### src/hw/rtl/assv_pkg.sv
// Shared types and codes for the autonomous system state supervisor.
`timescale 1ns / 1ps

package assv_pkg;

  // system_state codes
  localparam logic [2:0] ST_OFF       = 3'd0;
  localparam logic [2:0] ST_READY     = 3'd1;
  localparam logic [2:0] ST_DRIVING   = 3'd2;
  localparam logic [2:0] ST_EMERGENCY = 3'd3;
  localparam logic [2:0] ST_FINISHED  = 3'd4;

  // mission_status code for a finished mission
  localparam logic [1:0] MS_FINISHED = 2'd2;

  // configuration register indexes
  localparam logic [2:0] CFG_MIN_ENGINE_RPM       = 3'd0;
  localparam logic [2:0] CFG_MIN_BRAKE_PRESSURE   = 3'd1;
  localparam logic [2:0] CFG_BRAKE_SYSTEM_CHECKED = 3'd2;
  localparam logic [2:0] CFG_READY_WAIT_MS        = 3'd3;
  localparam logic [2:0] CFG_SIREN_TIME_MS        = 3'd4;

  localparam int CFG_IDX_W  = 3;
  localparam int CFG_DATA_W = 16;

  // register reset values
  localparam logic [15:0] RST_MIN_ENGINE_RPM     = 16'd500;
  localparam logic [7:0]  RST_MIN_BRAKE_PRESSURE = 8'd10;
  localparam logic        RST_BRAKE_CHECKED      = 1'b1;
  localparam logic [15:0] RST_READY_WAIT_MS      = 16'd5000;
  localparam logic [15:0] RST_SIREN_TIME_MS      = 16'd9000;

  typedef struct packed {
    logic [15:0] min_engine_rpm;
    logic [7:0]  min_brake_pressure;
    logic        brake_system_checked;
    logic [15:0] ready_wait_ms;
    logic [15:0] siren_time_ms;
  } cfg_t;

  typedef struct packed {
    logic        shutdown_closed;
    logic [1:0]  mission_status;
    logic [2:0]  mission_select;
    logic        master_switch_on;
    logic [15:0] engine_rpm;
    logic [7:0]  brake_pressure;
    logic        gear_neutral;
    logic        remote_go;
    logic [31:0] now_ms;
  } item_t;

  typedef struct packed {
    logic [2:0] system_state;
    logic       yellow_lamp;
    logic       blue_lamp;
    logic       siren_on;
    logic       send_go;
  } res_t;

  typedef struct packed {
    logic        ready_armed;
    logic [31:0] ready_start;
    logic        emergency_armed;
    logic [31:0] emergency_start;
    logic        yellow_level;
    logic        blue_level;
  } sup_t;

endpackage

### src/hw/rtl/assv_cfg.sv
// Configuration register file for the supervisor thresholds and timers.
`timescale 1ns / 1ps

module assv_cfg
  import assv_pkg::*;
(
  input  logic                  clk,
  input  logic                  rst_n,
  input  logic                  cfg_we,
  input  logic [CFG_IDX_W-1:0]  cfg_index,
  input  logic [CFG_DATA_W-1:0] cfg_wdata,
  output cfg_t                  cfg
);

  cfg_t cfg_r;

  always_ff @(posedge clk) begin
    if (!rst_n) begin
      cfg_r.min_engine_rpm       <= RST_MIN_ENGINE_RPM;
      cfg_r.min_brake_pressure   <= RST_MIN_BRAKE_PRESSURE;
      cfg_r.brake_system_checked <= RST_BRAKE_CHECKED;
      cfg_r.ready_wait_ms        <= RST_READY_WAIT_MS;
      cfg_r.siren_time_ms        <= RST_SIREN_TIME_MS;
    end else if (cfg_we) begin
      case (cfg_index)
        CFG_MIN_ENGINE_RPM:       cfg_r.min_engine_rpm       <= cfg_wdata;
        CFG_MIN_BRAKE_PRESSURE:   cfg_r.min_brake_pressure   <= cfg_wdata[7:0];
        CFG_BRAKE_SYSTEM_CHECKED: cfg_r.brake_system_checked <= cfg_wdata[0];
        CFG_READY_WAIT_MS:        cfg_r.ready_wait_ms        <= cfg_wdata;
        CFG_SIREN_TIME_MS:        cfg_r.siren_time_ms        <= cfg_wdata;
        default: ;  // unmapped index, dropped
      endcase
    end
  end

  assign cfg = cfg_r;

endmodule

### src/hw/rtl/assv_eval.sv
// State decision, lamp, siren and go logic for one evaluation word.
`timescale 1ns / 1ps

module assv_eval
  import assv_pkg::*;
(
  input  item_t item,
  input  cfg_t  cfg,
  input  sup_t  sup,
  output res_t  res,
  output sup_t  sup_nxt
);

  logic [2:0]  st;
  logic        run_ok;
  logic [31:0] rdy_start;
  logic [31:0] emg_start;
  logic [31:0] rdy_elapsed;
  logic [31:0] emg_elapsed;

  assign run_ok = (item.mission_select != 3'd0) && item.master_switch_on &&
                  cfg.brake_system_checked && (item.engine_rpm >= cfg.min_engine_rpm);

  always_comb begin
    if (!item.shutdown_closed) begin
      st = (item.mission_status == MS_FINISHED) ? ST_FINISHED : ST_EMERGENCY;
    end else if (run_ok) begin
      if (!item.gear_neutral) begin
        st = ST_DRIVING;
      end else if (item.brake_pressure >= cfg.min_brake_pressure) begin
        st = ST_READY;
      end else begin
        st = ST_OFF;
      end
    end else begin
      st = ST_OFF;
    end
  end

  // start time as seen on this word: latched now on first entry
  assign rdy_start   = sup.ready_armed ? item.now_ms : sup.ready_start;
  assign emg_start   = sup.emergency_armed ? item.now_ms : sup.emergency_start;
  assign rdy_elapsed = item.now_ms - rdy_start;
  assign emg_elapsed = item.now_ms - emg_start;

  always_comb begin
    sup_nxt          = sup;
    res.system_state = st;
    res.siren_on     = 1'b0;
    res.send_go      = 1'b0;
    case (st)
      ST_FINISHED: begin
        sup_nxt.yellow_level = 1'b0;
        sup_nxt.blue_level   = 1'b1;
      end
      ST_EMERGENCY: begin
        sup_nxt.blue_level      = ~sup.blue_level;
        sup_nxt.yellow_level    = 1'b0;
        sup_nxt.emergency_start = emg_start;
        sup_nxt.emergency_armed = 1'b0;
        res.siren_on = (emg_elapsed < {16'd0, cfg.siren_time_ms});
      end
      ST_DRIVING: begin
        sup_nxt.blue_level   = 1'b0;
        sup_nxt.yellow_level = ~sup.yellow_level;
      end
      ST_READY: begin
        sup_nxt.ready_start  = rdy_start;
        sup_nxt.ready_armed  = 1'b0;
        sup_nxt.yellow_level = 1'b1;
        sup_nxt.blue_level   = 1'b0;
        res.send_go = item.remote_go && (rdy_elapsed > {16'd0, cfg.ready_wait_ms});
      end
      default: begin
        sup_nxt.yellow_level    = 1'b0;
        sup_nxt.blue_level      = 1'b0;
        sup_nxt.ready_armed     = 1'b1;
        sup_nxt.emergency_armed = 1'b1;
      end
    endcase
    res.yellow_lamp = sup_nxt.yellow_level;
    res.blue_lamp   = sup_nxt.blue_level;
  end

endmodule

### src/hw/rtl/autonomous_system_state_supervisor.sv
// Top level of the autonomous system state supervisor.
// A word passes the input register, one evaluation pass and the result register.
// Throughput: one word per cycle unless out_stall holds a full result register.
// in_stall rises only when the input register is full and the result register is held.
// Reset (rst_n low, synchronous): both valids cleared, latches armed, lamps off,
// configuration back to its defaults.
`timescale 1ns / 1ps

module autonomous_system_state_supervisor
  import assv_pkg::*;
(
  input  logic                  clk,
  input  logic                  rst_n,
  // input channel
  input  logic                  in_valid,
  output logic                  in_stall,
  input  logic                  in_shutdown_closed,
  input  logic [1:0]            in_mission_status,
  input  logic [2:0]            in_mission_select,
  input  logic                  in_master_switch_on,
  input  logic [15:0]           in_engine_rpm,
  input  logic [7:0]            in_brake_pressure,
  input  logic                  in_gear_neutral,
  input  logic                  in_remote_go,
  input  logic [31:0]           in_now_ms,
  // result channel
  output logic                  out_valid,
  input  logic                  out_stall,
  output logic [2:0]            out_system_state,
  output logic                  out_yellow_lamp,
  output logic                  out_blue_lamp,
  output logic                  out_siren_on,
  output logic                  out_send_go,
  // configuration port
  input  logic                  cfg_we,
  input  logic [CFG_IDX_W-1:0]  cfg_index,
  input  logic [CFG_DATA_W-1:0] cfg_wdata
);

  cfg_t  cfg;
  item_t s1_item_r;
  logic  s1_valid_r;
  res_t  res_nxt;
  res_t  out_res_r;
  logic  out_valid_r;
  sup_t  sup_r;
  sup_t  sup_nxt;
  logic  advance;
  logic  eval_fire;

  // Result register can take a new word when empty or being drained.
  assign advance   = !out_valid_r || !out_stall;
  assign in_stall  = s1_valid_r && !advance;
  // Supervisor state moves exactly once per evaluated word, in arrival order.
  assign eval_fire = s1_valid_r && advance;

  assv_cfg u_cfg (
    .clk       (clk),
    .rst_n     (rst_n),
    .cfg_we    (cfg_we),
    .cfg_index (cfg_index),
    .cfg_wdata (cfg_wdata),
    .cfg       (cfg)
  );

  // Input register
  always_ff @(posedge clk) begin
    if (!rst_n) begin
      s1_valid_r <= 1'b0;
    end else if (!in_stall) begin
      s1_valid_r <= in_valid;
    end
  end

  always_ff @(posedge clk) begin
    if (in_valid && !in_stall) begin
      s1_item_r.shutdown_closed  <= in_shutdown_closed;
      s1_item_r.mission_status   <= in_mission_status;
      s1_item_r.mission_select   <= in_mission_select;
      s1_item_r.master_switch_on <= in_master_switch_on;
      s1_item_r.engine_rpm       <= in_engine_rpm;
      s1_item_r.brake_pressure   <= in_brake_pressure;
      s1_item_r.gear_neutral     <= in_gear_neutral;
      s1_item_r.remote_go        <= in_remote_go;
      s1_item_r.now_ms           <= in_now_ms;
    end
  end

  assv_eval u_eval (
    .item    (s1_item_r),
    .cfg     (cfg),
    .sup     (sup_r),
    .res     (res_nxt),
    .sup_nxt (sup_nxt)
  );

  // Supervisor state: start latches and lamp toggle levels
  always_ff @(posedge clk) begin
    if (!rst_n) begin
      sup_r.ready_armed     <= 1'b1;
      sup_r.ready_start     <= 32'd0;
      sup_r.emergency_armed <= 1'b1;
      sup_r.emergency_start <= 32'd0;
      sup_r.yellow_level    <= 1'b0;
      sup_r.blue_level      <= 1'b0;
    end else if (eval_fire) begin
      sup_r <= sup_nxt;
    end
  end

  // Result register
  always_ff @(posedge clk) begin
    if (!rst_n) begin
      out_valid_r <= 1'b0;
    end else if (advance) begin
      out_valid_r <= s1_valid_r;
    end
  end

  always_ff @(posedge clk) begin
    if (eval_fire) begin
      out_res_r <= res_nxt;
    end
  end

  assign out_valid        = out_valid_r;
  assign out_system_state = out_res_r.system_state;
  assign out_yellow_lamp  = out_res_r.yellow_lamp;
  assign out_blue_lamp    = out_res_r.blue_lamp;
  assign out_siren_on     = out_res_r.siren_on;
  assign out_send_go      = out_res_r.send_go;

endmodule

### config.mk
export PLATFORM = sky130hd
export DESIGN_NAME = autonomous_system_state_supervisor
export DESIGN_NICKNAME = d
export VERILOG_FILES = /design/src/hw/rtl/assv_pkg.sv /design/src/hw/rtl/assv_cfg.sv /design/src/hw/rtl/assv_eval.sv /design/src/hw/rtl/autonomous_system_state_supervisor.sv
export SDC_FILE = /design/constraint.sdc
export NUM_CORES = 1
export LEC_CHECK = 0
export BUFFER_PORTS_ARGS = -buffer_cell sky130_fd_sc_hd__buf_2
export CORE_MARGIN = 2
export CORE_UTILIZATION = 55
export DETAILED_ROUTE_END_ITERATION = 7
export PLACE_DENSITY_LB_ADDON = 0.12
export SLEW_MARGIN = 10
export SYNTH_ARGS = -nofsm -noshare
export SYNTH_HDL_FRONTEND = slang
export SYNTH_SLANG_ARGS = --single-unit
### constraint.sdc
create_clock -name clk -period 4.65 [get_ports clk]
set_input_delay 0.93 -clock clk [delete_from_list [all_inputs] [get_ports clk]]
set_output_delay 0.93 -clock clk [all_outputs]
set_load 0.05 [all_outputs]
After elaboration in Yosys (flattened, before gate mapping)
Cells that the tools add are included.
Operators by class
  $add $sub $neg: 2
  $lt $le $gt $ge: 4
  equal/unequal tests: 9
  multiplexer cells: 10
  bitwise operators: 4
  reduce and logical (&&, ||, !) cells: 25
Operators by type and width (count)
  32-bit two-way mux: 2
  32-bit subtractor: 2
  32-bit by 16-bit greater-than comparator with 1-bit output: 1
  32-bit by 16-bit less-than comparator with 1-bit output: 1
  2-bit AND reduction: 9
  16-bit >= comparator: 1
  3-bit by 2-bit equality test with 1-bit output, second input constant: 4
  3-bit two-way mux: 4
  8-bit >= comparator: 1
  2-bit one-hot mux with 4 select lines: 1
  1-bit logical AND: 7
  3-bit by 1-bit equality test with 1-bit output, second input constant: 2
  3-bit equality test, second input constant: 2
  3-bit OR reduction: 2
  1-bit logical NOT: 4
  1-bit inverter: 4
  1-bit one-hot mux with 2 select lines: 2
  3-bit logical NOT: 1
  3-bit nonzero test: 1
  2-bit equality test, second input constant: 1
  1-bit logical OR: 1
  1-bit two-way mux: 1
Storage, ports and cells
  register bits: 199
  input port bits: 89
  output and inout port bits: 9
  word-level logic and storage cells: 81

Longest topological paths before layout
Gate-level depths: netlist (run 1).
  word-level depth: 10
  depth in mapped cells: 22
  depth with buffers taken out: 21

Cells and area by module
From an unflattened synthesis (run 1), not the netlist that was laid out.
Second synthesis, totals
  cell total of the unflattened synthesis: 1536
  area total of the unflattened synthesis: 13554.2 um^2
Modules (own cells, without submodules)
  assv_eval: instances 1, cells each 939, area each 6342.3 um^2, seq. area each 0.0 um^2
  autonomous_system_state_supervisor: instances 1, cells each 375, area each 4948.5 um^2, seq. area each 3563.4 um^2
  assv_cfg: instances 1, cells each 222, area each 2263.4 um^2, seq. area each 1141.1 um^2

Worst setup path after synthesis (run 1)
OpenSTA, ideal clock, no wires.
  path type: reg-to-reg
  start point: register sup_r[67] (netlist name)
  end point: register out_res_r, in the netlist out_send_go (data pin)
  setup time: 259 ps
  arrival time: 4674 ps
  setup slack: -283 ps
  stages on the path, launching flop included: 21
  period minus slack after synthesis: 4933 ps
  cell sequence: dfxtp_1 clkbuf_1 clkbuf_1 mux2i_1 ha_1 a21oi_1 nand2_1 o211a_1 o21a_1 clkbuf_1 a221o_1 a21oi_1 xnor2_1 ha_1 nand4_1 or4_1 o21ai_0 nand4_1 a2111oi_0 nand4_1 o31a_1
On the way
  longest elaborated chain between the ends: 4
RTL lines
  from (decl): RTL line autonomous_system_state_supervisor.sv:46  | sup_t sup_r;
  from (signal assigned): RTL line autonomous_system_state_supervisor.sv:107  | sup_r <= sup_nxt;
  32-bit two-way mux: RTL line assv_eval.sv:41  | assign rdy_start = sup.ready_armed ? item.now_ms : sup.ready_start;
  32-bit subtractor: RTL line assv_eval.sv:43  | assign rdy_elapsed = item.now_ms - rdy_start;
  32-bit by 16-bit greater-than comparator with 1-bit output: RTL line assv_eval.sv:72  | res.send_go = item.remote_go && (rdy_elapsed > {16'd0, cfg.ready_wait_ms});
  1-bit logical AND: RTL line assv_eval.sv:72
  to (signal assigned): RTL line autonomous_system_state_supervisor.sv:122  | out_res_r <= res_nxt;
  to (decl): RTL line autonomous_system_state_supervisor.sv:44  | res_t out_res_r;
Every way passes these cells.
A chain may end at the register's enable or synchronous reset.

Worst setup path in the final report (run 1)
Same ends and word-level chain as after synthesis.

==> results of run 1 <==
## logic make-up (layout without fill, tap and decap cells)
family | count (synthesis) | count (layout)
DFF | 199 | 199
muxes | 72 | 72
buffers and inverters | 145 | 230
xor gates and xnor gates | 37 | 37
AOI/OAI and AO/OA | 390 | 390
adders and majority gates | 121 | 121
and+or+nand+nor | 412 | 412
## timing repair
action / CTS / global route
pin swaps: 0 / 1
setup endpoints to repair: 1 / 1
gates resized for setup: 1 / 16
buffers inserted: 0 / 5
## routing by layer
metal / up-vias / part of all wire
met3: 45 / 0.067
met2: 317 / 0.44
met5: - / 0.00040
li1: 5242 / -
met4: 2 / 0.016
met1: 5094 / 0.47
## cell type report
| cell class | count | area, µm² | share of cell area |
|---|---|---|---|
| tap | 285 | 357 | 0.0251 |
| multi-input combinational | 1032 | 7540 | 0.531 |
| inverter | 73 | 274 | 0.0193 |
| clock buffer | 17 | 425 | 0.0300 |
| sequential | 199 | 4710 | 0.332 |
| clock inverter | 15 | 178 | 0.0125 |
| timing repair buffer | 125 | 714 | 0.0503 |
## registers in the layout, indices dropped and copies added (netlist names)
| register | cells |
|---|---|
| out_blue_lamp | 1 |
| out_send_go | 1 |
| out_siren_on | 1 |
| out_system_state | 3 |
| out_valid | 1 |
| out_yellow_lamp | 1 |
| s1_item_r | 65 |
| s1_valid_r | 1 |
| sup_r | 68 |
| u_cfg.cfg | 57 |
## stage by stage
| step | TNS, ns | area, µm² | hold slack (ns) |
|---|---|---|---|
| after global placement | 0 | 13500 | 0.446 |
| after detailed placement | 0 | 13500 | 0.453 |
| after floorplan | -0.0490 | 12700 | 0.432 |
| after global routing | -0.00778 | 14200 | 0.488 |
| final | 0 | 14200 | 0.467 |
| after CTS | 0 | 14100 | 0.471 |
## power by group
group	leakage [nW]	switching [mW]	total (mW)	internal, mW
Combinational	4.77	0.675	1.15	0.474
Clock	0.299	0.749	1.52	0.775
Sequential	1.73	0.0522	1.93	1.88
## tightest hold or removal path, delay by kind of cell, from the launching register on
family / cells / cell delay (ns)
flops: 1 / 0.31
compound gates: 1 / 0.06
simple gates: 1 / 0.05
## placed cells by master (no fill, tap or decap), drive strengths merged, types with 41 or more instances in the layout
master	synthesis	final
nand2	189	189
dfxtp	127	127
buf	1	125
ha	119	119
inv	73	81
a21oi	76	76
edfxtp	72	72
mux2i	67	67
o211a	63	63
nand4	50	50
nor2	48	48
a21o	43	43
a21boi	42	42
o21ai	41	41
## how the worst max path moves through the flow
stage / from / slack (ns) / endpoint / cells past startpoint
after CTS: sup_r[67]$_SDFFE_PN1P_ / 0.08 / out_send_go$_SDFFCE_PN0P_ / 17
after floorplan: sup_r[67]$_SDFFE_PN1P_ / -0.05 / out_send_go$_SDFFCE_PN0P_ / 20
after global placement: sup_r[67]$_SDFFE_PN1P_ / 0.10 / out_send_go$_SDFFCE_PN0P_ / 17
after global routing: sup_r[67]$_SDFFE_PN1P_ / -0.008 / out_send_go$_SDFFCE_PN0P_ / 18
after detailed placement: sup_r[67]$_SDFFE_PN1P_ / 0.02 / out_send_go$_SDFFCE_PN0P_ / 17
final: sup_r[67]$_SDFFE_PN1P_ / 0.20 / out_send_go$_SDFFCE_PN0P_ / 18
==> reports/qor.yml, run 1 <==
status:
  status: "complete, no violations"
timing:
  period_share: 0.958
  fmax_mhz: 225
  tightest_slew_ns: 1.25
  slew_viol_final: 0
  fin_skew_ns: 0.0138
  finalSetupViolCount: 0
  setup_ws_ns: 0.197
  period_needed_ns: 4.45
  max-slew-margin-rel: 0.160
  finalHoldViolCount: 0
setup_path:
  critPathSlowestCell: "or4_1"
  start_kind: "flop"
  path_class: "reg -> reg"
  reg2reg_from: "sup_r[67]$_SDFFE_PN1P_"
  crit_buf_inv: 1
  crit_arrival_ns: 4.65
  cp_top_family: "compound AO/OA/AOI/OAI gates"
  cp_cell_sequence: "buf_6, mux2i_2, ha_1, or2_1, a21o_1, a21o_1, o21a_1, a221o_1, a21oi_1, xnor2_1, ha_1, nand4_1, or4_1, o21ai_1, nand4_1, a2111oi_2, nand4_1, o31a_1"
  crit_fanout: 7
  worstSetupEndpointType: "flop"
  path_common_cell: "nand4_1"
  crit_required_ns: 4.84
  rrSetupSlack_ns: 0.20
  r2r_cells: 18
  cpPeakStageDelay_ns: 0.48
  r2r-end: "out_send_go$_SDFFCE_PN0P_"
cells_and_area:
  insertedDiodeCount: 0
  layout-drive-gt1-share: 0.136
  fillers: 1971
  syn2layout_area_growth_pct: 11.5
  finalNonFillerCells: 1746
  nets: 1658
  post-route-util: 0.625
logic_synthesis:
  synth_top_area_cell: "dfxtp_1"
  synthMuxAreaShare: 0.0571
  synth_cells: 1376
  synth_top_family_by_area: "compound AO/OA/AOI/OAI gates"
  synth_top_area_frac: 0.200
  synth.most_common_cell: "nand2_1"
  yosys.area_share.simple: 0.156
  synthTopCellsByCount: "189 x nand2_1, 127 x dfxtp_1, 119 x ha_1, 75 x a21oi_1, 73 x inv_1"
  syn_area_per_cell_um2: 9.26
  synth-xor-area-share: 0.0254
  synth.net_count: 1586
  netlist_area_um2: 12700
  synth-compound-area-share: 0.229
  yosys_warnings: 0
  async_flop_share: 0
  synth_adder_area_share: 0.120
  ys_seq_area_frac: 0.369
  synth_area_leaders: "dfxtp_1 20%, edfxtp_1 17%, ha_1 12%, nand2_1 5.6%, mux2i_1 5.3%"
  synthFlopType: "dfxtp_1"
  ys_types: 85
  synth_edf_count: 72
  ys_ff_latch: 199
route:
  first_iter_violations: 806
  viasPerCell: 6.13
  post_drt_wl_per_cell_um: 18.5
  drc: 0
  num_vias: 10700
  drtAntennaViolNets: 0
  routed_wl_um: 32400
  first_pass_iters: 5
floorplanning:
  num_rows: 55
  core_area_um2: 22700
  die_w_um: 156
  die_area_um2: 24400
  start_util: 0.561
  io_pins: 98
  die_y_um: 156
clock_network:
  clk_path_buf_depth: 2
  cts_hold_buf: 0
  cts.sinks: 199
  cts_max_level: 4
  numCtsBuffers: 17
  insertion_delay_ns: 0.45
  cts_root_buffer: "clkbuf_16"
  cts_tree: "done"
  clk_pin_slew_worst_paths_ns: 0.07
worst_hold_path:
  min_delay_path_depth: 2
  holdCritStartpoint: "u_cfg.cfg[39]$_SDFFE_PN0P_"
  hp-class: "reg -> reg"
  hold_end: "u_cfg.cfg[39]$_SDFFE_PN0P_"
power_and_ir_drop:
  report.power.total_mw: 4.60
  p_leak_nw: 6.80
  vdd_drop_max_uv: 209
  power_density_nw_per_um2: 324
global_routing:
  first_global_vias: 10000
  grtUsageMet2: 0.418
  grt_pass1_wl_um: 51400
  top_usage_layer: "met2"
  overflow: 0
  grt_max_degree: 84
  antenna_found_initial: 1
  grt_usage: 0.266
  grt_use_met3: 0.0590
  use_met1: 0.372
placement:
  routabilityCongestion: 0.919
  placedCellCount: 1709
  port_buffers: 97
  dpl.hpwl_um: 23700
  dp_slack_ns: 0.0155
job:
  drv_cap: 0
(Power assumes the default switching activity.)
==> run 2: changes to the inputs <==
- CORE_UTILIZATION: 55 -> 50
==> run 2 against run 1 <==
Fmax is 0.38% higher. Die area is 9.7% higher. Core utilization is 4.9 points lower. Largest cell class unchanged. Largest power group unchanged.
==> reports/qor.yml, run 2 (synthesized netlist as in run 1, its figures left out) <==
status:
  status: "complete, no violations"
route:
  routed_wl_um: 33100  # +2.2%
  viasPerCell: 5.93  # -3.3%
  drc: 0  # unchanged
  first_pass_iters: 8  # +3
  num_vias: 10700  # -0.33%
  first_iter_violations: 793  # -1.6%
  post_drt_wl_per_cell_um: 18.4  # -0.80%
  drtAntennaViolNets: 0  # unchanged
clock_network:
  cts.sinks: 199  # unchanged
  clk_path_buf_depth: 2  # unchanged
  cts_tree: "done"
  insertion_delay_ns: 0.45  # about the same
  numCtsBuffers: 17  # unchanged
  cts_hold_buf: 0  # unchanged
  cts_max_level: 4  # unchanged
  clk_pin_slew_worst_paths_ns: 0.09  # +0.02 ns
  cts_root_buffer: "clkbuf_16"
floorplanning:
  die_y_um: 164  # +4.8%
  io_pins: 98  # unchanged
  die_area_um2: 26800  # +9.7%
  num_rows: 58  # +5.5%
  core_area_um2: 25100  # +11%
  die_w_um: 164  # +4.8%
  start_util: 0.507  # -0.0536
timing:
  period_share: 0.954  # -0.00361
  finalHoldViolCount: 0  # unchanged
  finalSetupViolCount: 0  # unchanged
  fmax_mhz: 225  # +0.38%
  tightest_slew_ns: 1.08  # -0.169 ns
  fin_skew_ns: 0.0196  # +0.00582 ns
  period_needed_ns: 4.44  # -0.0168 ns
  slew_viol_final: 0  # unchanged
  hold-worst-slack_ns: 0.469  # +0.00190 ns
  max-slew-margin-rel: 0.277  # +0.117
global_routing:
  first_global_vias: 10000  # -0.18%
  grt_use_met3: 0.0411  # -0.0178
  grt_pass1_wl_um: 52400  # +1.9%
  grt_usage: 0.248  # -0.0183
  top_usage_layer: "met2"
  overflow: 0  # unchanged
  grtUsageMet2: 0.385  # -0.0330
  use_met1: 0.360  # -0.0119
  grt_max_degree: 64  # -24%
  antenna_found_initial: 0  # -1
job:
  drv_cap: 0  # unchanged
worst_hold_path:
  holdCritStartpoint: "u_cfg.cfg[12]$_SDFFE_PN0P_"
  min_delay_path_depth: 2  # unchanged
  hold_end: "u_cfg.cfg[12]$_SDFFE_PN0P_"
  hp-class: "reg -> reg"
cells_and_area:
  post-route-util: 0.576  # -0.0493
  layout-drive-gt1-share: 0.148  # +0.0122
  nets: 1666  # +0.48%
  layout_commonest_cell: "nand2_1"
  layout_common_cells: "189 x nand2_1, 125 x dfxtp_1, 114 x ha_1, 96 x buf_2, 73 x inv_1"
  largest_reg_flops: 68  # unchanged
  top_register: "sup_r"
  insertedDiodeCount: 0  # unchanged
  syn2layout_area_growth_pct: 13.5
setup_path:
  reg2reg_from: "sup_r[67]$_SDFFE_PN1P_"
  r2r-end: "out_send_go$_SDFFCE_PN0P_"
  start_kind: "flop"
  crit_required_ns: 4.85  # about the same
  crit_fanout: 6  # -1
  cpPeakStageDelay_ns: 0.43  # -0.05 ns
  rrSetupSlack_ns: 0.21  # +0.02 ns
  critPathSlowestCell: "dfxtp_4"
  cp_cell_sequence: "buf_8, mux2i_4, ha_1, or2_4, a21o_1, a21o_1, o21a_1, a221o_1, a21oi_2, xnor2_1, ha_1, nand4_1, a2111oi_0, or3_1, o21ai_2, nand4_1, a2111oi_2, nand4_1, o31a_1"
  r2r_cells: 19  # +1
  crit_arrival_ns: 4.63  # -0.02 ns
  path_common_cell: "nand4_1"
  path_class: "reg -> reg"
  worstSetupEndpointType: "flop"
placement:
  dpl.hpwl_um: 24700  # +4.2%
  routabilityCongestion: 0.901  # -1.9%
  port_buffers: 97  # unchanged
power_and_ir_drop:
  power_density_nw_per_um2: 319  # -1.4%
  p_leak_nw: 6.84  # +0.57%
  vdd_drop_max_uv: 210  # +0.26%
-- run 2: changes by cell type in the layout (fill, tap and decap cells not counted), moves of 3 or more --
cell,previous run,this run
buf_4,27,34
mux2i_1,61,58
ha_4,0,4
clkinv_8,2,5
mux2i_4,1,6
-- run 2: how the worst max path moves through the flow --
stage                           start                         to  slack, ns  cells after the start
2_1_floorplan  sup_r[67]$_SDFFE_PN1P_  out_send_go$_SDFFCE_PN0P_      -0.05                     20
6_report       sup_r[67]$_SDFFE_PN1P_  out_send_go$_SDFFCE_PN0P_       0.21                     19
5_1_grt        sup_r[67]$_SDFFE_PN1P_  out_send_go$_SDFFCE_PN0P_      -0.03                     19
3_5_place_dp   sup_r[67]$_SDFFE_PN1P_  out_send_go$_SDFFCE_PN0P_       0.03                     19
4_1_cts        sup_r[67]$_SDFFE_PN1P_  out_send_go$_SDFFCE_PN0P_      0.004                     19
3_3_place_gp   sup_r[67]$_SDFFE_PN1P_  out_send_go$_SDFFCE_PN0P_       0.15                     17
-- run 2: repair_timing --
item | 4_1_cts | 5_1_grt
setup buffers | 0 | 8
endpoints found under the setup margin | 0 | 1
gates resized for setup | 0 | 41
-- run 2: through the flow --
step	setup WS (ns)	TNS [ns]	power [mW]	area, µm²	std cells
after floorplan	-0.0490	-0.0490	2.78	12700	1376
after global placement	0.151	0	3.08	13600	1759
after detailed placement	0.0290	0	3.09	13600	1759
after CTS	0.00381	0	4.62	14200	1791
after global routing	-0.0345	-0.0345	4.85	14500	1799
final	0.214	0	4.62	14500	1799
-- run 2: layer usage --
metal | up-vias | part of all wire
li1 | 5264 | -
met1 | 5099 | 0.48
met2 | 266 | 0.44
met3 | 36 | 0.061
met4 | 0 | 0.014
met5 | - | 0
-- run 2: where the power goes --
part / internal (mW) / switching [mW] / total (mW)
Clock: 0.732 / 0.789 / 1.52
Combinational: 0.488 / 0.680 / 1.17
Sequential: 1.88 / 0.0554 / 1.93
Total: 3.10 / 1.52 / 4.62
-- run 2: cell type report --
class / instances / area (µm²)
clock buffer: 17 / 425
inverter: 73 / 274
multi-input combinational: 1032 / 7690
timing repair buffer: 133 / 777
sequential: 199 / 4710
tap: 330 / 413
clock inverter: 15 / 179
fill: 2272 / 10600
-- run 2: critical path: cells and delay by family, from the launching register on --
kind	cells	cell delay (ns)
compound gates	9	1.72
fa+ha+maj	2	0.53
mux	1	0.24
xor+xnor	1	0.14
simple gates	5	0.98
buf+inv	1	0.17
flops	1	0.43
